$ cat src/hdl/u8u16_pkg.sv
`timescale 1ns / 1ps
// ----------------------------------------------------------------------------
// u8u16_pkg
// Types and constants shared by the UTF-8 to UTF-16 decoder.
// ----------------------------------------------------------------------------
package u8u16_pkg;

   localparam int unsigned MAX_UNITS = 4;

   localparam logic [15:0] REPL_UNIT     = 16'hFFFD;
   localparam logic [15:0] HI_SURR_BASE  = 16'hD800;
   localparam logic [15:0] LO_SURR_BASE  = 16'hDC00;
   localparam logic [20:0] SURR_FIRST    = 21'h00D800;
   localparam logic [20:0] SURR_LAST     = 21'h00DFFF;
   localparam logic [20:0] MAX_POINT     = 21'h10FFFF;
   localparam logic [20:0] PLANE1_BASE   = 21'h010000;
   localparam logic [20:0] MIN_LEN2      = 21'h000080;
   localparam logic [20:0] MIN_LEN3      = 21'h000800;
   localparam logic [20:0] MIN_LEN4      = 21'h010000;

   localparam logic [2:0] LEN_IDLE = 3'd0;
   localparam logic [2:0] LEN2     = 3'd2;
   localparam logic [2:0] LEN3     = 3'd3;
   localparam logic [2:0] LEN4     = 3'd4;

   typedef struct packed {
      logic [20:0] point;
      logic [2:0]  exp_len;
      logic [2:0]  seen;
   } seq_state_type;

   typedef struct packed {
      logic [MAX_UNITS-1:0][15:0] units;
      logic [2:0]                 cnt;
      seq_state_type              next_state;
   } dec_out_type;

endpackage

$ cat src/hdl/u8u16_if.sv
`timescale 1ns / 1ps
// ----------------------------------------------------------------------------
// u8u16 channel interfaces
// Valid/ready channels for UTF-8 bytes in and UTF-16 code units out.
// ----------------------------------------------------------------------------
interface u8u16_req_if;
   logic       valid;
   logic       ready;
   logic [7:0] text_byte;
   logic       final_byte;

   modport source (output valid, output text_byte, output final_byte, input ready);
   modport sink   (input valid, input text_byte, input final_byte, output ready);
endinterface

interface u8u16_rsp_if;
   logic        valid;
   logic        ready;
   logic [15:0] code_unit;
   logic        run_end;
   logic        text_end;

   modport source (output valid, output code_unit, output run_end, output text_end,
                   input ready);
   modport sink   (input valid, input code_unit, input run_end, input text_end,
                   output ready);
endinterface

$ cat src/hdl/utf8_to_utf16_decoder.sv
`timescale 1ns / 1ps
// ----------------------------------------------------------------------------
// utf8_to_utf16_decoder
// Streaming UTF-8 to UTF-16 transcoder; each invalid byte becomes U+FFFD.
//
//   channel | dir | payload                          | transaction
//   req     | in  | text_byte[7:0], final_byte       | one UTF-8 byte
//   rsp     | out | code_unit[15:0], run_end, text_end | one UTF-16 code unit
//
// A byte is registered, decoded and its units (0 to 4) land in a result
// register that drains one unit per cycle while rsp is ready. One byte per
// cycle while each gives at most one unit and rsp is ready; more units hold
// the input till drained. Bytes giving no unit pass even while results wait.
// Reset is synchronous and clears the pending sequence and all valids.
// ----------------------------------------------------------------------------
module utf8_to_utf16_decoder
   import u8u16_pkg::*;
(
   input  logic           clock,
   input  logic           reset,
   u8u16_req_if.sink      req_bus,
   u8u16_rsp_if.source    rsp_bus
);

   logic                       s1_valid_ff, s1_valid_in;
   logic [7:0]                 s1_byte_ff;
   logic                       s1_fin_ff;
   seq_state_type              state_ff, state_in;
   logic                       res_valid_ff, res_valid_in;
   logic [MAX_UNITS-1:0][15:0] res_units_ff;
   logic [2:0]                 res_cnt_ff;
   logic [1:0]                 res_idx_ff, res_idx_in;
   logic                       res_fin_ff;

   dec_out_type dec;
   logic        dec_some;
   logic        res_last;
   logic        res_free;
   logic        s1_adv;
   logic        res_load;

   u8u16_decode u_decode (
      .cur_state  (state_ff),
      .text_byte  (s1_byte_ff),
      .final_byte (s1_fin_ff),
      .dec        (dec)
   );

   assign dec_some = (dec.cnt != 3'd0);
   assign res_last = (({1'b0, res_idx_ff} + 3'd1) == res_cnt_ff);
   assign res_free = !res_valid_ff || (rsp_bus.ready && res_last);
   assign s1_adv   = s1_valid_ff && (!dec_some || res_free);
   assign res_load = s1_adv && dec_some;

   assign req_bus.ready     = !s1_valid_ff || s1_adv;
   assign rsp_bus.valid     = res_valid_ff;
   assign rsp_bus.code_unit = res_units_ff[res_idx_ff];
   assign rsp_bus.run_end   = res_last;
   assign rsp_bus.text_end  = res_last && res_fin_ff;

   always_comb begin
      s1_valid_in = req_bus.ready ? req_bus.valid : s1_valid_ff;
      state_in    = s1_adv ? dec.next_state : state_ff;
      res_valid_in = res_valid_ff;
      res_idx_in   = res_idx_ff;
      if (res_load) begin
         res_valid_in = 1'b1;
         res_idx_in   = 2'd0;
      end else if (res_valid_ff && rsp_bus.ready) begin
         if (res_last) begin
            res_valid_in = 1'b0;
         end else begin
            res_idx_in = res_idx_ff + 2'd1;
         end
      end
   end

   always_ff @(posedge clock) begin
      if (reset) begin
         s1_valid_ff  <= 1'b0;
         state_ff     <= '0;
         res_valid_ff <= 1'b0;
         res_idx_ff   <= 2'd0;
      end else begin
         s1_valid_ff  <= s1_valid_in;
         state_ff     <= state_in;
         res_valid_ff <= res_valid_in;
         res_idx_ff   <= res_idx_in;
      end
   end

   always_ff @(posedge clock) begin
      if (req_bus.valid && req_bus.ready) begin
         s1_byte_ff <= req_bus.text_byte;
         s1_fin_ff  <= req_bus.final_byte;
      end
      if (res_load) begin
         res_units_ff <= dec.units;
         res_cnt_ff   <= dec.cnt;
         res_fin_ff   <= s1_fin_ff;
      end
   end

   a_res_index: assert property (@(posedge clock) disable iff (reset)
      res_valid_ff |-> (res_cnt_ff != 3'd0) && ({1'b0, res_idx_ff} < res_cnt_ff))
      else $error("result index outside loaded unit count");

   a_seq_count: assert property (@(posedge clock) disable iff (reset)
      (state_ff.exp_len != LEN_IDLE) |->
         (state_ff.seen != 3'd0) && (state_ff.seen < state_ff.exp_len))
      else $error("pending sequence byte count out of range");

   a_final_flush: assert property (@(posedge clock) disable iff (reset)
      (s1_adv && s1_fin_ff) |=> (state_ff.exp_len == LEN_IDLE))
      else $error("sequence still pending after last byte of text");

   a_final_units: assert property (@(posedge clock) disable iff (reset)
      (s1_valid_ff && s1_fin_ff) |-> dec_some)
      else $error("last byte of text produced no code unit");

endmodule

$ cat src/hdl/u8u16_decode.sv
`timescale 1ns / 1ps
// ----------------------------------------------------------------------------
// u8u16_decode
// One-byte decode step: sequence state plus byte in, code units and next
// sequence state out.
// ----------------------------------------------------------------------------
module u8u16_decode
   import u8u16_pkg::*;
(
   input  seq_state_type cur_state,
   input  logic [7:0]    text_byte,
   input  logic          final_byte,
   output dec_out_type   dec
);

   logic        pending;
   logic        is_cont;
   logic [20:0] pt_sh;
   logic [2:0]  seen_inc;
   logic [20:0] min_point;
   logic        point_ok;
   logic [20:0] cpm;
   logic        has_s;
   logic [1:0]  sidx;
   logic [15:0] sval;
   logic        pair;
   logic [15:0] lo_unit;
   logic [2:0]  k;

   assign pending  = (cur_state.exp_len != LEN_IDLE);
   assign is_cont  = (text_byte[7:6] == 2'b10);
   assign pt_sh    = {cur_state.point[14:0], text_byte[5:0]};
   assign seen_inc = cur_state.seen + 3'd1;
   assign k        = pending ? cur_state.seen : 3'd0;
   assign cpm      = pt_sh - PLANE1_BASE;

   always_comb begin
      case (cur_state.exp_len)
         LEN3:    min_point = MIN_LEN3;
         LEN4:    min_point = MIN_LEN4;
         default: min_point = MIN_LEN2;
      endcase
   end

   assign point_ok = (pt_sh >= min_point) && (pt_sh <= MAX_POINT) &&
                     !((pt_sh >= SURR_FIRST) && (pt_sh <= SURR_LAST));

   always_comb begin
      has_s           = 1'b0;
      sidx            = 2'd0;
      sval            = REPL_UNIT;
      pair            = 1'b0;
      lo_unit         = LO_SURR_BASE + {6'd0, cpm[9:0]};
      dec.cnt         = 3'd0;
      dec.next_state  = '0;
      if (pending && is_cont) begin
         if (seen_inc >= cur_state.exp_len) begin
            if (point_ok) begin
               has_s = 1'b1;
               if (pt_sh >= PLANE1_BASE) begin
                  pair    = 1'b1;
                  sval    = HI_SURR_BASE + {6'd0, cpm[19:10]};
                  dec.cnt = 3'd2;
               end else begin
                  sval    = pt_sh[15:0];
                  dec.cnt = 3'd1;
               end
            end else begin
               dec.cnt = seen_inc;
            end
         end else if (final_byte) begin
            dec.cnt = seen_inc;
         end else begin
            dec.next_state.point   = pt_sh;
            dec.next_state.exp_len = cur_state.exp_len;
            dec.next_state.seen    = seen_inc;
         end
      end else begin
         if (text_byte[7] == 1'b0) begin
            has_s   = 1'b1;
            sidx    = k[1:0];
            sval    = {8'd0, text_byte};
            dec.cnt = k + 3'd1;
         end else if (text_byte[7:5] == 3'b110 || text_byte[7:4] == 4'b1110 ||
                      text_byte[7:3] == 5'b11110) begin
            if (final_byte) begin
               dec.cnt = k + 3'd1;
            end else begin
               dec.cnt          = k;
               dec.next_state.seen = 3'd1;
               if (text_byte[7:5] == 3'b110) begin
                  dec.next_state.point   = {16'd0, text_byte[4:0]};
                  dec.next_state.exp_len = LEN2;
               end else if (text_byte[7:4] == 4'b1110) begin
                  dec.next_state.point   = {17'd0, text_byte[3:0]};
                  dec.next_state.exp_len = LEN3;
               end else begin
                  dec.next_state.point   = {18'd0, text_byte[2:0]};
                  dec.next_state.exp_len = LEN4;
               end
            end
         end else begin
            dec.cnt = k + 3'd1;
         end
      end

      for (int i = 0; i < MAX_UNITS; i++) begin
         if (has_s && sidx == i[1:0]) begin
            dec.units[i] = sval;
         end else if (pair && i == 1) begin
            dec.units[i] = lo_unit;
         end else begin
            dec.units[i] = REPL_UNIT;
         end
      end
   end

endmodule

$ cat src/flat_wrapper.sv
// flat-port wrapper written by rule: the top's interface ports become plain ports
module utf8_to_utf16_decoder_flat import u8u16_pkg::*;
  (clock, reset, req_bus_valid, req_bus_text_byte, req_bus_final_byte, req_bus_ready, rsp_bus_valid, rsp_bus_code_unit, rsp_bus_run_end, rsp_bus_text_end, rsp_bus_ready);
  u8u16_req_if req_bus_i ();
  u8u16_rsp_if rsp_bus_i ();
  input  logic clock;
  input  logic reset;
  input wire logic [$bits(req_bus_i.valid)-1:0] req_bus_valid;
  input wire logic [$bits(req_bus_i.text_byte)-1:0] req_bus_text_byte;
  input wire logic [$bits(req_bus_i.final_byte)-1:0] req_bus_final_byte;
  output wire logic [$bits(req_bus_i.ready)-1:0] req_bus_ready;
  output wire logic [$bits(rsp_bus_i.valid)-1:0] rsp_bus_valid;
  output wire logic [$bits(rsp_bus_i.code_unit)-1:0] rsp_bus_code_unit;
  output wire logic [$bits(rsp_bus_i.run_end)-1:0] rsp_bus_run_end;
  output wire logic [$bits(rsp_bus_i.text_end)-1:0] rsp_bus_text_end;
  input wire logic [$bits(rsp_bus_i.ready)-1:0] rsp_bus_ready;
  assign req_bus_i.valid = req_bus_valid;
  assign req_bus_i.text_byte = req_bus_text_byte;
  assign req_bus_i.final_byte = req_bus_final_byte;
  assign req_bus_ready = req_bus_i.ready;
  assign rsp_bus_valid = rsp_bus_i.valid;
  assign rsp_bus_code_unit = rsp_bus_i.code_unit;
  assign rsp_bus_run_end = rsp_bus_i.run_end;
  assign rsp_bus_text_end = rsp_bus_i.text_end;
  assign rsp_bus_i.ready = rsp_bus_ready;
  utf8_to_utf16_decoder u_core (.clock(clock), .reset(reset), .req_bus(req_bus_i), .rsp_bus(rsp_bus_i));
endmodule
$ cat config.mk
export PLATFORM = sky130hd
export DESIGN_NAME = utf8_to_utf16_decoder_flat
export DESIGN_NICKNAME = d
export VERILOG_FILES = /design/src/hdl/u8u16_pkg.sv /design/src/hdl/u8u16_if.sv /design/src/hdl/utf8_to_utf16_decoder.sv /design/src/hdl/u8u16_decode.sv /design/src/flat_wrapper.sv
export SDC_FILE = /design/constraint.sdc
export NUM_CORES = 1
export LEC_CHECK = 0
export BUFFER_PORTS_ARGS = -buffer_cell sky130_fd_sc_hd__buf_2
export CAP_MARGIN = 30
export CORE_UTILIZATION = 43
export DETAILED_ROUTE_END_ITERATION = 8
export GPL_TIMING_DRIVEN = 0
export PLACE_DENSITY = 0.66
export SLEW_MARGIN = 10
export SYNTH_ARGS = -nofsm -noshare
export SYNTH_HDL_FRONTEND = slang
export SYNTH_SLANG_ARGS = --single-unit
$ cat constraint.sdc
create_clock -name clock -period 15.49 [get_ports clock]
set_input_delay 1.549 -clock clock [delete_from_list [all_inputs] [get_ports clock]]
set_output_delay 1.549 -clock clock [all_outputs]
set_load 0.1 [all_outputs]
==> results.tsv <==
metric	value	unit
status	finished clean	
leakagePower	1.83	nW
fin_skew	0.00971	ns
port_buffers	31	
die_x	109	µm
cts_hold_buf	0	
syn2layout_area_growth	14.1	%
die-area	11900	µm²
antenna_cells	0	
htreeDepth	3	
clock-root-buffer	clkbuf_16	
tightest_slew	0.820	ns
synth_fp_nets	451	
die_h	109	µm
cellInternalPower	443	µW
slew_violations	0	
grt_use_total	0.206	
cts_tree	built	
synth-edff-count	77	
drt-total-wl	11400	µm
grt_pass1_vias	3396	
power	595	µW
start_util	0.448	
drv_cap	0	
drive_above_1_share	0.172	
core_area	11000	µm²
drc	0	
cts_buffers	9	
synth.area.top_cells	edfxtp_1, dfxtp_1, mux4_2	
fin_crit_sh	0.369	
fin_ws	9.78	ns
wl_per_cell	18.5	µm
crit_path_end_kind	output port	
overflow	0	
stdcell_count	618	
max_freq	0.175	GHz
synth_area	4920	µm²
ant_nets	0	
clock_power_share	0.377	
whs	0.516	ns
grt_pass1_wl	17900	µm
switching_power	152	µW
viasPerCell	5.77	
switching_share	0.255	
seq_area_frac_synth	0.572	
via_count	3567	
hold_class	reg2reg	
critPathRequiredTime	13.94	ns
dp.final_hpwl	8370	µm
post_cts_resized	0	
place_ws	10.18	ns
synth_flop_cell	edfxtp_1	
nets	497	
fillers	987	
synth_top_area_cell	edfxtp_1	
utilization	0.511	
io_pins	33	
async_flop_share	0	
antenna_found_initial	0	
clk_pin_slew	0.07	ns
synth_top_area_share	0.470	
cp-start-kind	flip-flop	
powerDensity	106	nW/µm²
placed_cells	602	
timing_hold_violations_final	0	
avgSynthCellArea	11.5	µm²
clock-sinks	102	
cp_common_cell	or3_1	
cts.path.max_buffers	2	
rows	38	
p_comb_frac	0.109	
fin_tns_setup	0	ns
slew_headroom	0.449	
rsz0062_at_grt	no	
postCtsSetupBuffers	0	
ir_drop	0.0591	mV
seqPwrFrac	0.515	
dpl_cell_area	5320	µm²
setup_viol	0	
grt_start_max_net_pins	31	
crit_type	reg2out	
arrival	4.16	ns
ys_types	54	
synth_cells	427	
synth_seq_cells	102	
dr.first_iter.drc_count	294	
insertion_delay	0.34	ns
first_pass_iters	5	
crit_fanout	6	
cp_slowest_cell	or4b_2	
cp_slowest_stage_delay	0.58	ns
final_area	5610	µm²
ys_warn_count	0	
period_needed	5.71	ns
place.gp.congestion	0.924	
path_cells	or3_1 > and2_1 > ha_1 > or4b_2 > a211oi_1 > a21boi_0 > o22a_1 > and2_4 > a311o_1 > or3_1 > and3_1 > inv_1 > buf_2	
-- path summary, 6_finish.rpt --
path / endpoint / start / slack [ns] / cells past startpoint
setup / recovery: req_bus_ready / u_core.state_ff[3]$_SDFFE_PP0P_ / 9.78 / 13
hold / removal: u_core.rsp_bus.valid$_SDFFE_PP0P_ / u_core.rsp_bus.valid$_SDFFE_PP0P_ / 0.52 / 2
setup reg to reg: u_core.res_units_ff[55]$_SDFFCE_PN1P_ / u_core.state_ff[3]$_SDFFE_PP0P_ / 11.23 / 14
hold reg to reg: u_core.rsp_bus.valid$_SDFFE_PP0P_ / u_core.rsp_bus.valid$_SDFFE_PP0P_ / 0.52 / 2
-- sequential cells by signal, summed over array words and instances (netlist names) --
signal	flops
u_core.state_ff	21
u_core.res_units_ff	64
u_core.s1_valid_ff	1
u_core.res_idx_ff	2
u_core.s1_fin_ff	1
u_core.res_fin_ff	1
u_core.res_cnt_ff	3
u_core.s1_byte_ff	8
u_core.rsp_bus.valid	1
-- cell usage after synthesis, types with 2 or more instances --
library cell,number
buf_1,2
ha_1,11
and3_1,3
xor2_1,3
nand2b_1,4
mux2i_1,3
a21oi_1,14
nor2b_1,7
and2_1,4
edfxtp_1,77
a311o_1,2
inv_1,38
a31oi_1,3
or3_1,12
nand2_1,51
o21a_1,2
nand3_1,13
nor3_1,12
dfxtp_1,25
xnor2_1,4
o211ai_1,3
nor2_1,27
mux4_2,16
a31o_2,6
a31o_1,2
o31ai_1,5
clkbuf_1,12
o21ai_0,22
o22ai_1,7
nor4_1,6
nand4_1,4
o41ai_1,3
or4_1,3
-- critical path, delay by kind of cell (launching register included) --
family	cells	cell delay, ns
buf+inv	2	0.47
simple gates	6	1.69
compound gates	4	1.10
fa+ha+maj	1	0.13
flops	1	0.43
-- area by class of cell --
cell class / instances / area (µm²) / area share
plain buffers: 16 / 68.8 / 0.0123
clock buffers: 10 / 229 / 0.0408
clock inverters: 6 / 68.8 / 0.0123
inverters: 38 / 143 / 0.0254
multi-input cells: 271 / 1900 / 0.339
flip-flops and latches: 102 / 2810 / 0.501
well taps: 140 / 175 / 0.0312
repair buffers: 35 / 211 / 0.0377
-- placed cells by master (no fill, tap or decap), types with 9 or more instances in the layout --
master,instances
clkbuf_16,9
a21oi_1,14
edfxtp_1,77
clkbuf_1,13
dfxtp_1,25
nand2_1,51
inv_1,38
o21ai_0,22
buf_2,33
nand3_1,13
nor2_1,26
ha_1,11
or3_1,12
mux4_2,16
nor3_1,12
-- kinds of logic after synthesis --
logic type	Yosys count	synth area share
mux	19	0.0793
buf+inv	54	0.0430
flops	102	0.572
simple gates	154	0.154
xor+xnor	7	0.0125
compound gates	80	0.112
fa+ha+maj	11	0.0280
-- metal layers --
metal  global-route usage  part of all wire  vias to the layer above
met3               0.0395             0.062                       14
met2                0.323              0.47                      138
met4               0.0763             0.017                        0
li1                     -                 -                     1679
met1                0.284              0.45                     1736
met5                    0                 0                        -
-- power groups by stage --
stage	logic [mW]	registers (mW)	clock network [mW]
global route	0.0688	0.307	0.238
CTS	0.0650	0.306	0.228
detailed placement	0.0649	0.312	0
global placement	0.0616	0.313	0
finish	0.0648	0.306	0.224
floorplan	0.0490	0.313	0
No activity file was read; power rests on OpenSTA's default activity.
